<file path="src/rtl/assert_macros.svh">
// Assertion macros used by the top level of the capsule overlap test block.
`ifndef ASSERT_MACROS_SVH
`define ASSERT_MACROS_SVH

// Property checked at every rising clock edge outside reset.
`define ASSERT_AT(lbl, clk, rst, prop, msg) \
   lbl: assert property (@(posedge clk) disable iff (rst) prop) else $error(msg);

// Condition that must never be true outside reset.
`define ASSERT_NEVER(lbl, clk, rst, expr, msg) \
   `ASSERT_AT(lbl, clk, rst, !(expr), msg)

`endif

</file>
<file path="src/rtl/ccot_pkg.sv">
// Shared constants and types of the capsule overlap test block.
package ccot_pkg;

   // Number formats.
   localparam int COORD_WIDTH     = 32;
   localparam int FRAC_BITS       = 16;
   localparam int PARAM_FRAC_BITS = 16;
   localparam int RAD_WIDTH       = COORD_WIDTH - 1;
   localparam int PARAM_WIDTH     = PARAM_FRAC_BITS + 1;
   localparam int THR_WIDTH       = 32;
   localparam int DIST_WIDTH      = 64;

   // Datapath widths: dot products, multiplier result and wide accumulators.
   localparam int DW = 2 * (COORD_WIDTH + 1) + 2;
   localparam int WW = 2 * DW + 4;

   // Multiplier digit size and digit index width.
   localparam int MUL_DIGIT  = 17;
   localparam int MUL_DIGITS = (DW + MUL_DIGIT - 1) / MUL_DIGIT;
   localparam int MUL_IDX_W  = (MUL_DIGITS > 1) ? $clog2(MUL_DIGITS) : 1;

   // Divider step counter width.
   localparam int DIV_CNT_W = $clog2(PARAM_FRAC_BITS);

   // Stream word widths.
   localparam int REQ_DATA_W = ((6 * COORD_WIDTH + RAD_WIDTH + 7) / 8) * 8;
   localparam int RSP_BITS   = 1 + DIST_WIDTH + 2 * PARAM_WIDTH;
   localparam int RSP_DATA_W = ((RSP_BITS + 7) / 8) * 8;

   // Commands carried in the request tuser bit.
   localparam logic CMD_LOAD = 1'b0;
   localparam logic CMD_TEST = 1'b1;

   localparam logic [THR_WIDTH-1:0] THR_RESET = THR_WIDTH'(42950);

   typedef logic signed [COORD_WIDTH-1:0] coord_type;
   typedef logic signed [COORD_WIDTH:0]   diff_type;
   typedef logic signed [DW-1:0]          dot_type;
   typedef logic [2*DW-1:0]               prod_type;
   typedef logic signed [WW-1:0]          wide_type;
   typedef logic [PARAM_WIDTH-1:0]        param_type;
   typedef logic [RAD_WIDTH-1:0]          rad_type;

   localparam param_type PARAM_ONE = param_type'(1) << PARAM_FRAC_BITS;

endpackage

</file>
<file path="src/rtl/ccot_mul.sv">
// Digit-serial signed multiplier shared by every product of the block.
module ccot_mul (
   input  logic               clock,
   input  logic               reset,
   input  logic               start,
   input  ccot_pkg::dot_type  op_a,
   input  ccot_pkg::dot_type  op_b,
   output logic               done,
   output ccot_pkg::prod_type prod,
   output logic               prod_neg
);
   import ccot_pkg::*;

   logic                   busy_ff, busy_in;
   logic                   done_ff, done_in;
   logic                   neg_ff, neg_in;
   logic [DW-1:0]          mx_ff, mx_in;
   logic [DW-1:0]          y_ff, y_in;
   logic [MUL_IDX_W-1:0]   i_ff, i_in;
   prod_type               acc_ff, acc_in;
   logic [DW+MUL_DIGIT-1:0] part;
   prod_type               part_w;

   // One digit of the multiplier magnitude per cycle, low digit first.
   always_comb begin
      part   = mx_ff * y_ff[MUL_DIGIT-1:0];
      part_w = prod_type'(part) << (MUL_DIGIT * i_ff);
      busy_in = busy_ff;
      done_in = 1'b0;
      neg_in  = neg_ff;
      mx_in   = mx_ff;
      y_in    = y_ff;
      i_in    = i_ff;
      acc_in  = acc_ff;
      if (start) begin
         mx_in   = op_a[DW-1] ? DW'(0 - op_a) : op_a;
         y_in    = op_b[DW-1] ? DW'(0 - op_b) : op_b;
         neg_in  = op_a[DW-1] ^ op_b[DW-1];
         acc_in  = '0;
         i_in    = '0;
         busy_in = 1'b1;
      end else if (busy_ff) begin
         acc_in = acc_ff + part_w;
         y_in   = y_ff >> MUL_DIGIT;
         i_in   = i_ff + 1'b1;
         if ((y_ff >> MUL_DIGIT) == '0) begin
            busy_in = 1'b0;
            done_in = 1'b1;
         end
      end
   end

   // Control state.
   always_ff @(posedge clock) begin
      if (reset) begin
         busy_ff <= 1'b0;
         done_ff <= 1'b0;
      end else begin
         busy_ff <= busy_in;
         done_ff <= done_in;
      end
   end

   // Operands and partial sum.
   always_ff @(posedge clock) begin
      neg_ff <= neg_in;
      mx_ff  <= mx_in;
      y_ff   <= y_in;
      i_ff   <= i_in;
      acc_ff <= acc_in;
   end

   assign done     = done_ff;
   assign prod     = acc_ff;
   assign prod_neg = neg_ff;

endmodule

</file>
<file path="config.mk">
export PLATFORM = sky130hd
export DESIGN_NAME = ccot_mul
export DESIGN_NICKNAME = d
export VERILOG_FILES = /design/src/rtl/assert_macros.svh /design/src/rtl/ccot_pkg.sv /design/src/rtl/ccot_mul.sv
export SDC_FILE = /design/constraint.sdc
export NUM_CORES = 2
export LEC_CHECK = 0
export ABC_AREA = 1
export BUFFER_PORTS_ARGS = -buffer_cell sky130_fd_sc_hd__buf_2
export CORE_AREA = 2 2 369 371
export DETAILED_ROUTE_END_ITERATION = 10
export DIE_AREA = 0 0 371 373
export GPL_ROUTABILITY_DRIVEN = 1
export PLACE_DENSITY = 0.77
export SLEW_MARGIN = 20
export SYNTH_ARGS = -nofsm -noshare
export SYNTH_HDL_FRONTEND = slang
export SYNTH_SLANG_ARGS = --single-unit
</file>
<file path="constraint.sdc">
create_clock -name clock -period 7.4 [get_ports clock]
set_input_delay 0.74 -clock clock [delete_from_list [all_inputs] [get_ports clock]]
set_output_delay 0.74 -clock clock [all_outputs]
set_load 0.005 [all_outputs]
</file>
==> metrics <==
period utilization 1.257; Reg2Reg Setup Slack -1910 ps; WHS 234.9 ps; Detailed Routing Iterations Pass 1 9; Final Worst Setup Slack -1905 ps; Tot GR Track Use 0.4686; main combinational cell family by area after synthesis adder cells; Crit path top cell by count inv_1; Synth Area in Adders 0.3457; Worst EP arrival 9870 ps; Final Critical Period 9305 ps; fmax 0.1075 GHz; H-tree depth 2; Nets 13550; Vias 78390; Post-synth EDFFs 137; Num CTS Buffers 45; cts hold-fix bufs 0; CP max-delay cell fa_1; Cell variety after synth 59; core region area 134600 um^2; total grt overflow 0; synth warn 0; worst skew pair latency 700 ps; # fillers 11460; Die W 371 um; pin count of the biggest net entering global routing 98; CTS tree done; Final ANT Viol Nets 0; footprint of the multi-input gates 53860 um^2; fraction of layout cells with a size suffix above 1 0.2410; post-route setup TNS -191800 ps; critical path class reg2reg; First DRT Iteration DRCs 9603; Yosys top cell by area fa_1; outcome complete, but fails checks; Final Wtd Congestion 1.083; TritonCTS Sinks 277; startpoint class of the critical path flop; global-route wire length before repair 481500 um; CP endpoint kind flop; Crit path required time 7970 ps; vias in the first global route 78200; # DRC 0; Mean Syn Cell Area 6.535 um^2; Async SR Flop Fraction 0; synthesized area 68080 um^2; actual slew at the worst max-slew pin 1130 ps; die area 138400 um^2; max-cap violations 0; Fin Clk Skew 56.66 ps; register area 6924 um^2; post-synthesis mux area share 0.0007351; Max Slew Vio Count 0; via/cell ratio 5.618; Synth area leaders fa_1, nand2_1, inv_1; Syn Nets 11840; Syn Inst Count 10420; Die Height 373 um; RSZ-0062 raised after global routing yes; Commonest cells post-synth nand2_1, inv_1, fa_1; WL/cell 23.68 um; area share of the largest cell type after synthesis 0.2911; I/O pin count 277; final std cells w/o fill 13950; Crit path largest cell delay 540 ps; top_reg_cell synth dfxtp_1; Post-Synth Simple-Gate Area 0.2820; Hold Path Class in2reg; starting density of the core 0.5057; antenna violations before repair 25; IO buf count 276; XOR/XNOR share of the synthesized area 0.02880; Slew headroom 0.2411; # rows 135; Final Hold Vio Count 0; DPL Wire Length 271600 um; most frequent cell after synthesis nand2_1; Worst-path clk slew 70 ps; compound-cell area share of the yosys netlist 0.08421; crit-path max FO 9; final WL 330400 um; #FFs+latches synth 277; Cells after DPL 13790; clock buffer depth 3; failing checks negative setup slack; Root Driver clkbuf_16; area added between synthesis and finish 31.88%; Setup Viol. Count Final 125; Seq/Total Area, Yosys 0.1016; Util after Layout 0.6670
[flip-flops by register name, indices dropped and copies added (netlist names)]
register / cells
mx_ff: 68
busy_ff: 1
prod: 136
y_ff: 68
i_ff: 2
prod_neg: 1
done: 1
[repair_timing]
item	4_1_cts	5_1_grt
endpoints found under the setup margin	125	126
cloned	3	1
setup buffers	38	22
resized for setup	517	392
pin swaps	40	32
[routing by layer]
layer  vias to the layer above  part of all wire  global-route usage
li1                      34560                 -                   -
met1                     37090              0.37              0.5979
met2                      5214              0.42              0.6972
met3                      1503              0.13              0.1399
met4                        24             0.081              0.2819
met5                         -           0.00056                   0
[layout make-up]
type | count | area share
Clock inverter | 34 | 0.004794
Timing Repair Buffer | 2060 | 0.1778
Multi-Input combinational cell | 7298 | 0.5999
Antenna cell | 13 | 0.0003623
Inverter | 2441 | 0.1021
Clock buffer | 50 | 0.01309
Sequential cell | 277 | 0.07712
Tap cell | 1781 | 0.02482
[cells in the final DEF, fill, tap and decap left out, drive strengths merged, types with 2 or more instances in the layout]
cell type and count:
a211oi 2, a21boi 15, a21o 21, a21oi 434, a31oi 23, and2 10
buf 2059, bufinv 6, clkbuf 51, clkinv 15, clkinvlp 6, dfxtp 140
diode 13, edfxtp 137, fa 990, ha 297, inv 2448, mux2i 5
nand2 2991, nand2b 2, nand3 547, nand3b 11, nand4 64, nor2 940
nor3 95, nor4 49, o2111ai 2, o211ai 23, o21a 10, o21ai 467
o21bai 46, o22ai 5, o31ai 7, or2 11, xnor2 109, xor2 114
[worst max-delay path: cells and delay by family (launching register included)]
kind,cells,cell delay (ps)
adders and majority gates,8,3820
buffers and inverters,17,2000
and+or+nand+nor,20,2560
DFF,1,440
xor gates and xnor gates,1,120
AOI/OAI and AO/OA,2,210
[logic make-up (layout without fill, tap and decap cells)]
family / after synthesis / count (layout)
AND/OR/NAND/NOR: 4723 / 4723
buffers and inverters: 2842 / 4585
adder cells (fa/ha/maj): 1287 / 1287
AO/OA/AOI/OAI: 1060 / 1060
flip-flops: 277 / 277
XOR/XNOR: 223 / 223
multiplexers: 5 / 5
other: 0 / 13
[final timing paths]
check	start	endpoint	depth (start not counted)
max	y_ff[6]	prod[65]	48
max reg2reg	y_ff[6]	prod[65]	48
min	reset	done	2
min reg2reg	prod[93]	prod[93]	2
[through the flow]
stage / setup WS [ps] / instance area [um^2]
2_1_floorplan: 0.1337 / 68280
4_1_cts: -1614 / 88150
3_5_place_dp: -2668 / 84150
3_3_place_gp: -2549 / 84150
5_1_grt: -2218 / 89760
6_report: -1905 / 89790
Power is left out: the tool's default activity adds up to more than one toggle a clock period on the data nets, which glitch-free logic cannot reach.
