`config.mk`:
```
export PLATFORM = sky130hd
export DESIGN_NAME = ccot_div
export DESIGN_NICKNAME = d
export VERILOG_FILES = /design/src/rtl/assert_macros.svh /design/src/rtl/ccot_pkg.sv /design/src/rtl/ccot_div.sv
export SDC_FILE = /design/constraint.sdc
export NUM_CORES = 1
export LEC_CHECK = 0
export BUFFER_PORTS_ARGS = -buffer_cell sky130_fd_sc_hd__buf_2
export CORE_MARGIN = 8
export CORE_UTILIZATION = 40
export CTS_BUF_LIST = sky130_fd_sc_hd__clkbuf_4
export DETAILED_ROUTE_END_ITERATION = 12
export HOLD_SLACK_MARGIN = 0.02
export PLACE_DENSITY_LB_ADDON = 0.05
export RECOVER_POWER = 25
export SLEW_MARGIN = 5
export SYNTH_ARGS = -nofsm -noshare
export SYNTH_HDL_FRONTEND = slang
export SYNTH_SLANG_ARGS = --single-unit
```
`constraint.sdc`:
```
create_clock -name clock -period 12.95 [get_ports clock]
set_input_delay 0.6475 -clock clock [delete_from_list [all_inputs] [get_ports clock]]
set_output_delay 0.6475 -clock clock [all_outputs]
set_load 0.05 [all_outputs]
```
`src/rtl/assert_macros.svh`:
```
// Assertion macros used by the top level of the capsule overlap test block.
`ifndef ASSERT_MACROS_SVH
`define ASSERT_MACROS_SVH

// Property checked at every rising clock edge outside reset.
`define ASSERT_AT(lbl, clk, rst, prop, msg) \
   lbl: assert property (@(posedge clk) disable iff (rst) prop) else $error(msg);

// Condition that must never be true outside reset.
`define ASSERT_NEVER(lbl, clk, rst, expr, msg) \
   `ASSERT_AT(lbl, clk, rst, !(expr), msg)

`endif

```
`src/rtl/ccot_pkg.sv`:
```
// Shared constants and types of the capsule overlap test block.
package ccot_pkg;

   // Number formats.
   localparam int COORD_WIDTH     = 32;
   localparam int FRAC_BITS       = 16;
   localparam int PARAM_FRAC_BITS = 16;
   localparam int RAD_WIDTH       = COORD_WIDTH - 1;
   localparam int PARAM_WIDTH     = PARAM_FRAC_BITS + 1;
   localparam int THR_WIDTH       = 32;
   localparam int DIST_WIDTH      = 64;

   // Datapath widths: dot products, multiplier result and wide accumulators.
   localparam int DW = 2 * (COORD_WIDTH + 1) + 2;
   localparam int WW = 2 * DW + 4;

   // Multiplier digit size and digit index width.
   localparam int MUL_DIGIT  = 17;
   localparam int MUL_DIGITS = (DW + MUL_DIGIT - 1) / MUL_DIGIT;
   localparam int MUL_IDX_W  = (MUL_DIGITS > 1) ? $clog2(MUL_DIGITS) : 1;

   // Divider step counter width.
   localparam int DIV_CNT_W = $clog2(PARAM_FRAC_BITS);

   // Stream word widths.
   localparam int REQ_DATA_W = ((6 * COORD_WIDTH + RAD_WIDTH + 7) / 8) * 8;
   localparam int RSP_BITS   = 1 + DIST_WIDTH + 2 * PARAM_WIDTH;
   localparam int RSP_DATA_W = ((RSP_BITS + 7) / 8) * 8;

   // Commands carried in the request tuser bit.
   localparam logic CMD_LOAD = 1'b0;
   localparam logic CMD_TEST = 1'b1;

   localparam logic [THR_WIDTH-1:0] THR_RESET = THR_WIDTH'(42950);

   typedef logic signed [COORD_WIDTH-1:0] coord_type;
   typedef logic signed [COORD_WIDTH:0]   diff_type;
   typedef logic signed [DW-1:0]          dot_type;
   typedef logic [2*DW-1:0]               prod_type;
   typedef logic signed [WW-1:0]          wide_type;
   typedef logic [PARAM_WIDTH-1:0]        param_type;
   typedef logic [RAD_WIDTH-1:0]          rad_type;

   localparam param_type PARAM_ONE = param_type'(1) << PARAM_FRAC_BITS;

endpackage

```
`src/rtl/ccot_div.sv`:
```
// Restoring divider giving a clamped Q1.16 quotient, one bit per cycle.
module ccot_div (
   input  logic                clock,
   input  logic                reset,
   input  logic                start,
   input  ccot_pkg::wide_type  num,
   input  ccot_pkg::wide_type  den,
   output logic                done,
   output ccot_pkg::param_type quot
);
   import ccot_pkg::*;

   logic                 busy_ff, busy_in;
   logic                 done_ff, done_in;
   wide_type             r_ff, r_in;
   wide_type             den_ff, den_in;
   param_type            q_ff, q_in;
   logic [DIV_CNT_W-1:0] n_ff, n_in;
   wide_type             r2;
   logic                 ge;

   // Quotients at or beyond the ends finish at once; others take one bit a cycle.
   always_comb begin
      r2      = r_ff <<< 1;
      ge      = (r2 >= den_ff);
      busy_in = busy_ff;
      done_in = 1'b0;
      r_in    = r_ff;
      den_in  = den_ff;
      q_in    = q_ff;
      n_in    = n_ff;
      if (start) begin
         if (num <= 0) begin
            q_in    = '0;
            done_in = 1'b1;
         end else if (num >= den) begin
            q_in    = PARAM_ONE;
            done_in = 1'b1;
         end else begin
            r_in    = num;
            den_in  = den;
            q_in    = '0;
            n_in    = '0;
            busy_in = 1'b1;
         end
      end else if (busy_ff) begin
         r_in = ge ? r2 - den_ff : r2;
         q_in = {q_ff[PARAM_WIDTH-2:0], ge};
         n_in = n_ff + 1'b1;
         if (n_ff == DIV_CNT_W'(PARAM_FRAC_BITS - 1)) begin
            busy_in = 1'b0;
            done_in = 1'b1;
         end
      end
   end

   // Control state.
   always_ff @(posedge clock) begin
      if (reset) begin
         busy_ff <= 1'b0;
         done_ff <= 1'b0;
      end else begin
         busy_ff <= busy_in;
         done_ff <= done_in;
      end
   end

   // Remainder, divisor and quotient.
   always_ff @(posedge clock) begin
      r_ff   <= r_in;
      den_ff <= den_in;
      q_ff   <= q_in;
      n_ff   <= n_in;
   end

   assign done = done_ff;
   assign quot = q_ff;

endmodule

```
==> results of run 1 <==
## metal layers
layer / GRT usage (%) / vias up / wire length [um]
li1: - / 12000 / -
met1: 34.6 / 12000 / 44200
met2: 40.7 / 818 / 43900
met3: 4.71 / 161 / 6010
met4: 7.34 / 4 / 2770
met5: 0 / - / 22
## worst max-delay path, cell delays in order
cell	delay (ns)
dlygate4sd3_1	0.53
clkbuf_1	0.27
inv_1	0.08
ha_1	0.30
nand4_1	0.15
nor4_1	0.55
and3_1	0.51
nand4_1	0.40
a21oi_1	0.43
a2111oi_0	0.18
o21ai_0	0.28
o32ai_1	0.13
a21oi_1	0.24
nand3_1	0.28
inv_6	0.60
buf_4	0.94
## Yosys cell counts (24+ instances only)
master | count | area [um2]
nand3_1 | 34 | 170
nor2_1 | 226 | 848
a21o_1 | 126 | 946
buf_2 | 24 | 120
o21bai_1 | 59 | 443
edfxtp_1 | 300 | 9010
mux2_2 | 61 | 687
nand4_1 | 136 | 851
xor2_1 | 48 | 420
nor2b_1 | 25 | 156
nand2_1 | 197 | 739
inv_1 | 351 | 1320
o21a_1 | 52 | 390
o21ai_0 | 173 | 866
nor4_1 | 51 | 319
clkbuf_1 | 109 | 409
nor3_1 | 46 | 230
a21oi_1 | 389 | 1950
ha_1 | 281 | 3520
xnor2_1 | 75 | 657
## layout make-up
cell class / instances / area (um2)
fillers: 6565 / 34400
well taps: 864 / 1080
diodes: 8 / 20.0
repair buffers: 463 / 2940
clock inverters: 27 / 145
clock buffers: 127 / 953
inverters: 352 / 1330
flip-flops and latches: 302 / 9050
multi-input cells: 2240 / 15300
## final timing paths
path	endpoint	cells past startpoint	slack (ns)	startpoint
hold / removal	r_ff[15]	3	0.09	num[15]
setup reg to reg	r_ff[60]	12	7.39	r_ff[7]
setup / recovery	den_ff[43]	16	6.83	den[71]
hold reg to reg	busy_ff	2	0.46	busy_ff
## registers in the layout, indices dropped and copies added (netlist names)
signal   count
den_ff     140
quot        17
done         1
n_ff         4
r_ff       139
busy_ff      1
## cells by family after synthesis
logic type,count (synthesis),share of synthesized area [%]
multiplexers,69,2.93
adder cells (fa/ha/maj),282,13.5
buffers and inverters,492,7.17
AO/OA/AOI/OAI,971,23.0
AND/OR/NAND/NOR,795,14.7
flip-flops,302,34.5
XOR/XNOR,123,4.11
## through the flow
step | cell area [um2] | hold WS [ns] | util, % | power [W] | instances
finish | 30800 | 0.0895 | 47.2 | 0.00370 | 4383
global route | 30800 | 0.0160 | 47.2 | 0.00394 | 4382
CTS | 31000 | 0.0203 | 47.4 | 0.00373 | 4375
detailed placement | 28400 | 0.450 | 43.5 | 0.00273 | 4073
global placement | 28400 | 0.452 | 43.5 | 0.00272 | 4073
floorplan | 26200 | 0.430 | - | 0.00230 | 3034
## power groups by stage
| stage | clock (W) | combinational (W) | sequential, W |
|---|---|---|---|
| finish | 0.000936 | 0.00152 | 0.00125 |
| global placement | 0 | 0.00145 | 0.00127 |
| floorplan | 0 | 0.00101 | 0.00129 |
| global route | 0.00102 | 0.00167 | 0.00126 |
| detailed placement | 0 | 0.00146 | 0.00127 |
| CTS | 0.000973 | 0.00151 | 0.00125 |
## layout by cell type, fill, tap and decap left out, types with 122 or more instances in the layout
cell type      count
a21oi_1          389
inv_1            350
edfxtp_1         300
ha_1             281
nor2_1           226
nand2_1          197
buf_2            175
o21ai_0          172
dlygate4sd3_1    148
nand4_1          136
clkbuf_4         127
a21o_1           126
clkbuf_1         122
==> flow_summary.yaml, run 1 <==
critical_path:
  critical_path_class: "in -> reg"
  cp-start-kind: "input pin"
  cp_max_fo: 72
  critPathArrivalTime_ns: 6.58
  cp.required_ns: 13.41
  worstSetupEndpointType: "flip-flop"
drt:
  ant_nets: 0
  dr_total_vias: 24900
  drt-initial-drc-count: 1928
  vias_per_cell: 5.69
  dr.pass1.iters: 5
  wl_per_cell_um: 22.1
  wl_um: 96900
  drc_errors: 0
outcome:
  outcome: "complete, but fails checks"
  violations: "max-capacitance violations, max-slew violations"
floorplanning:
  io_pins: 301
  fp.dieW_um: 272
  core_um2: 65300
  start_util_pct: 40.1
  die_area_um2: 73900
  num_rows: 94
  die_h_um: 272
timing:
  rsz0062_at_grt: "no"
  period_needed_ns: 6.12
  finalSetupViolCount: 0
  period_share_pct: 47.3
  setup_slack_ns: 6.83
  finClkSkew_ns: 0.0570
  clock.fmax_mhz: 163
  finalMaxSlewViolations: 71
  hold_violations: 0
  slew_headroom_pct: -138
  tightest_slew_ns: 3.57
  setup_tns_ns: 0
power_and_ir_drop:
  p_per_area_nw_per_um2: 120
  power_frac_clock_pct: 25.3
  ir_drop_mv: 0.0644
  power.leakage_nw: 13.2
  p_sw_w: 0.00146
  internal_power_w: 0.00224
  power_frac_seq_pct: 33.7
  pwr-share-comb_pct: 41.0
  switching_share_pct: 39.5
grt:
  overflow: 0
  grt_max_degree: 105
  grt_first_pass_wirelength_um: 148000
  grt.total_usage_pct: 25.4
  grt_pass1_vias: 25200
  antenna_found_initial: 6
clocking:
  cts_setup_buffers: 0
  cts_resized: 0
  clock_latency_ns: 0.89
  clock_sinks: 302
  cts-root-buf: "clkbuf_4"
  path_clk_slew_ns: 0.06
  cts_tree: "done"
  clock_path_buffers: 3
  cts_made_buffers: 92
  cts.htree.levels: 3
  cts_hold_buf: 148
placement:
  gp_congestion: 0.954
  portBuffers: 300
  dpl_worst_slack_ns: 6.66
  dp_hpwl_um: 76400
yosys:
  synth_warnings: 0
  avgSynthCellArea_um2: 8.63
  yosys_most_used_dff: "edfxtp_1"
  synth-seq-cells: 302
  async_reset_ff_share_pct: 0
  syn_nets: 3599
  ys_types: 73
  synthCells: 3034
  syn_area_um2: 26200
  synth_edf_count: 300
  ys_seq_area_share_pct: 34.5
final_layout:
  fin_nets: 4016
  area_growth_pct: 17.7
  drive_above_1_share_pct: 12.0
flow_run:
  maxCapViolations: 1
min_path:
  hp-class: "in -> reg"
(Power assumes the default switching activity.)
==> inputs of run 2 (changes only) <==
- ABC_AREA: unset -> 1
- clock period: 12.95 -> 6.1 ns (I/O delays scaled with it)
==> flow_summary.yaml, run 2 <==
clocking:
  path_clk_slew_ns: 0.06
  cts_setup_buffers: 0
  cts-root-buf: "clkbuf_4"
  clock_latency_ns: 0.92
  clock_path_buffers: 3
  cts.htree.levels: 3
  cts_tree: "done"
  clock_sinks: 302
  cts_made_buffers: 90
yosys:
  yosys_most_used_dff: "edfxtp_1"
  ys_seq_area_share_pct: 29.0
  synth_warnings: 0
  synth_top_cell_area_share_pct: 28.9
  avgSynthCellArea_um2: 6.42
  syn_nets: 5424
  ys_types: 41
  synth_common_cells: "nand2_1, inv_1, nor2_1"
  synth_edf_count: 300
  synth.most_common_cell: "nand2_1"
  synthCells: 4859
  async_reset_ff_share_pct: 0
  synth-seq-cells: 302
  yosysTopAreaCell: "edfxtp_1"
  syn_area_um2: 31200
  synthTopCellsByArea: "edfxtp_1, nand2_1, inv_1"
critical_path:
  critical_path_class: "in -> reg"
  critPathArrivalTime_ns: 5.24
  r2r_cells: 15
  cp.required_ns: 6.84
  crit_start: "start"
  reg2reg_slack_ns: 1.89
  critPathCapture: "r_ff[138]"
  reg2reg_from: "r_ff[77]"
  cp-start-kind: "input pin"
  cp_max_fo: 65
  worstSetupEndpointType: "flip-flop"
  timing.rr.end: "r_ff[94]"
grt:
  grt_first_pass_wirelength_um: 206000
  grt_max_degree: 140
  antenna_found_initial: 8
  grt.total_usage_pct: 31.3
  grt_pass1_vias: 33300
  overflow: 0
floorplanning:
  die_h_um: 295
  start_util_pct: 40.3
  fp.dieW_um: 295
  num_rows: 102
  die_area_um2: 87200
  io_pins: 301
  core_um2: 77300
drt:
  wl_per_cell_um: 21.4
  ant_nets: 0
  drt-initial-drc-count: 3183
  drc_errors: 0
  vias_per_cell: 5.21
  dr_total_vias: 34300
  wl_um: 141000
  dr.pass1.iters: 5
placement:
  dpl_worst_slack_ns: 1.79
  portBuffers: 300
  dp_hpwl_um: 114000
  place_area_um2: 33700
  gp_congestion: 1.07
timing:
  hold_violations: 0
  tightest_slew_ns: 3.14
  setup_slack_ns: 1.61
  clock.fmax_mhz: 223
  finalMaxSlewViolations: 198
  rsz0062_at_grt: "no"
  period_needed_ns: 4.49
  slew_headroom_pct: -109
  period_share_pct: 73.7
  finalSetupViolCount: 0
  setup_tns_ns: 0
  finClkSkew_ns: 0.0773
final_layout:
  area_growth_pct: 20.7
  fin_nets: 6040
  final_common_cell: "nand2_1"
  regArea_um2: 9050
  multi_input_area_um2: 18000
  fin_area_um2: 37700
  mostFrequentLayoutCells: "nand2_1, inv_1, nor2_1"
  drive_above_1_share_pct: 7.55
  largest_reg_flops: 140
  regMostFlops: "den_ff"
  n_fill_cell: 8228
flow_run:
  maxCapViolations: 5
power_and_ir_drop:
  ir_drop_mv: 0.192
  power.leakage_nw: 18.9
  p_per_area_nw_per_um2: 254
outcome:
  violations: "max-capacitance violations, max-slew violations"
  outcome: "complete, but fails checks"
min_path:
  hp-class: "in -> reg"
[run 2: changes by cell type in the layout (fill, tap and decap cells not counted), sizes merged, moves of 40 or more]
cell / change
a21o: -112
inv: +629
a21oi: -76
o21a: -40
nor2: +236
nand2: +1388
nand3b: +53
xor2: -41
mux2: -61
nand4: +44
nand3: +185
dlygate4sd3: +149
[run 2: final cells by class]
class	instances	area share [%]
Timing Repair Buffer	617	11.9
Antenna cell	6	0.0399
Multi-Input combinational cell	3483	47.8
Tap cell	1040	3.46
Clock buffer	134	2.67
Inverter	981	9.80
Sequential cell	302	24.0
Clock inverter	18	0.302
[run 2: cell families (layout without fill, tap and decap cells)]
logic type	count (synthesis)	after routing	share of synthesized area (%)
XOR/XNOR	75	75	2.11
AND/OR/NAND/NOR	2591	2591	35.1
AO/OA/AOI/OAI	535	535	9.05
buffers and inverters	1074	1750	13.4
other	0	6	0
flip-flops	302	302	29.0
adder cells (fa/ha/maj)	282	282	11.3
[run 2: worst min-delay path by stage]
stage / to / startpoint / depth (start not counted) / slack, ns
final: den_ff[23] / den[23] / 2 / 0.14
after global routing: den_ff[9] / den[9] / 2 / 0.07
after CTS: den_ff[1] / den[1] / 2 / 0.02
after detailed placement: busy_ff / busy_ff / 2 / 0.49
after global placement: den_ff[112] / den[112] / 1 / 0.50
after floorplan: busy_ff / reset / 1 / 0.37
[run 2: where the power goes]
| group | internal [W] | switching (W) |
|---|---|---|
| logic | 0.00148 | 0.00333 |
| clock network | 0.00101 | 0.00103 |
| registers | 0.00261 | 0.000115 |
| total | 0.00509 | 0.00447 |
[run 2: what timing repair did]
action / CTS / global route
hold endpoints to repair: 281 / 0
hold buffers: 297 / 0
gates resized for setup: 0 / 0
[run 2: through the flow]
step | total power (W) | utilization [%] | instances | hold slack, ns
6_report | 0.00957 | 48.7 | 6581 | 0.138
5_1_grt | 0.0102 | 48.7 | 6580 | 0.0705
4_1_cts | 0.00952 | 48.9 | 6575 | 0.0203
3_5_place_dp | 0.00728 | 43.6 | 6126 | 0.488
3_3_place_gp | 0.00728 | 43.6 | 6126 | 0.496
2_1_floorplan | 0.00572 | - | 4859 | 0.374
[run 2: per-layer routing]
layer / track usage, % / vias up / part of all wire, %
li1: - / 16800 / -
met1: 45.7 / 16000 / 47
met2: 45.5 / 1356 / 40
met3: 6.47 / 186 / 8.8
met4: 10.2 / 0 / 3.5
met5: 0 / - / 0
[run 2: worst max-delay path, stage by stage]
cell      delay [ns]
clkbuf_1        0.52
clkbuf_1        1.58
clkbuf_1        2.30
nand2_1         0.26
nand2_1         0.18
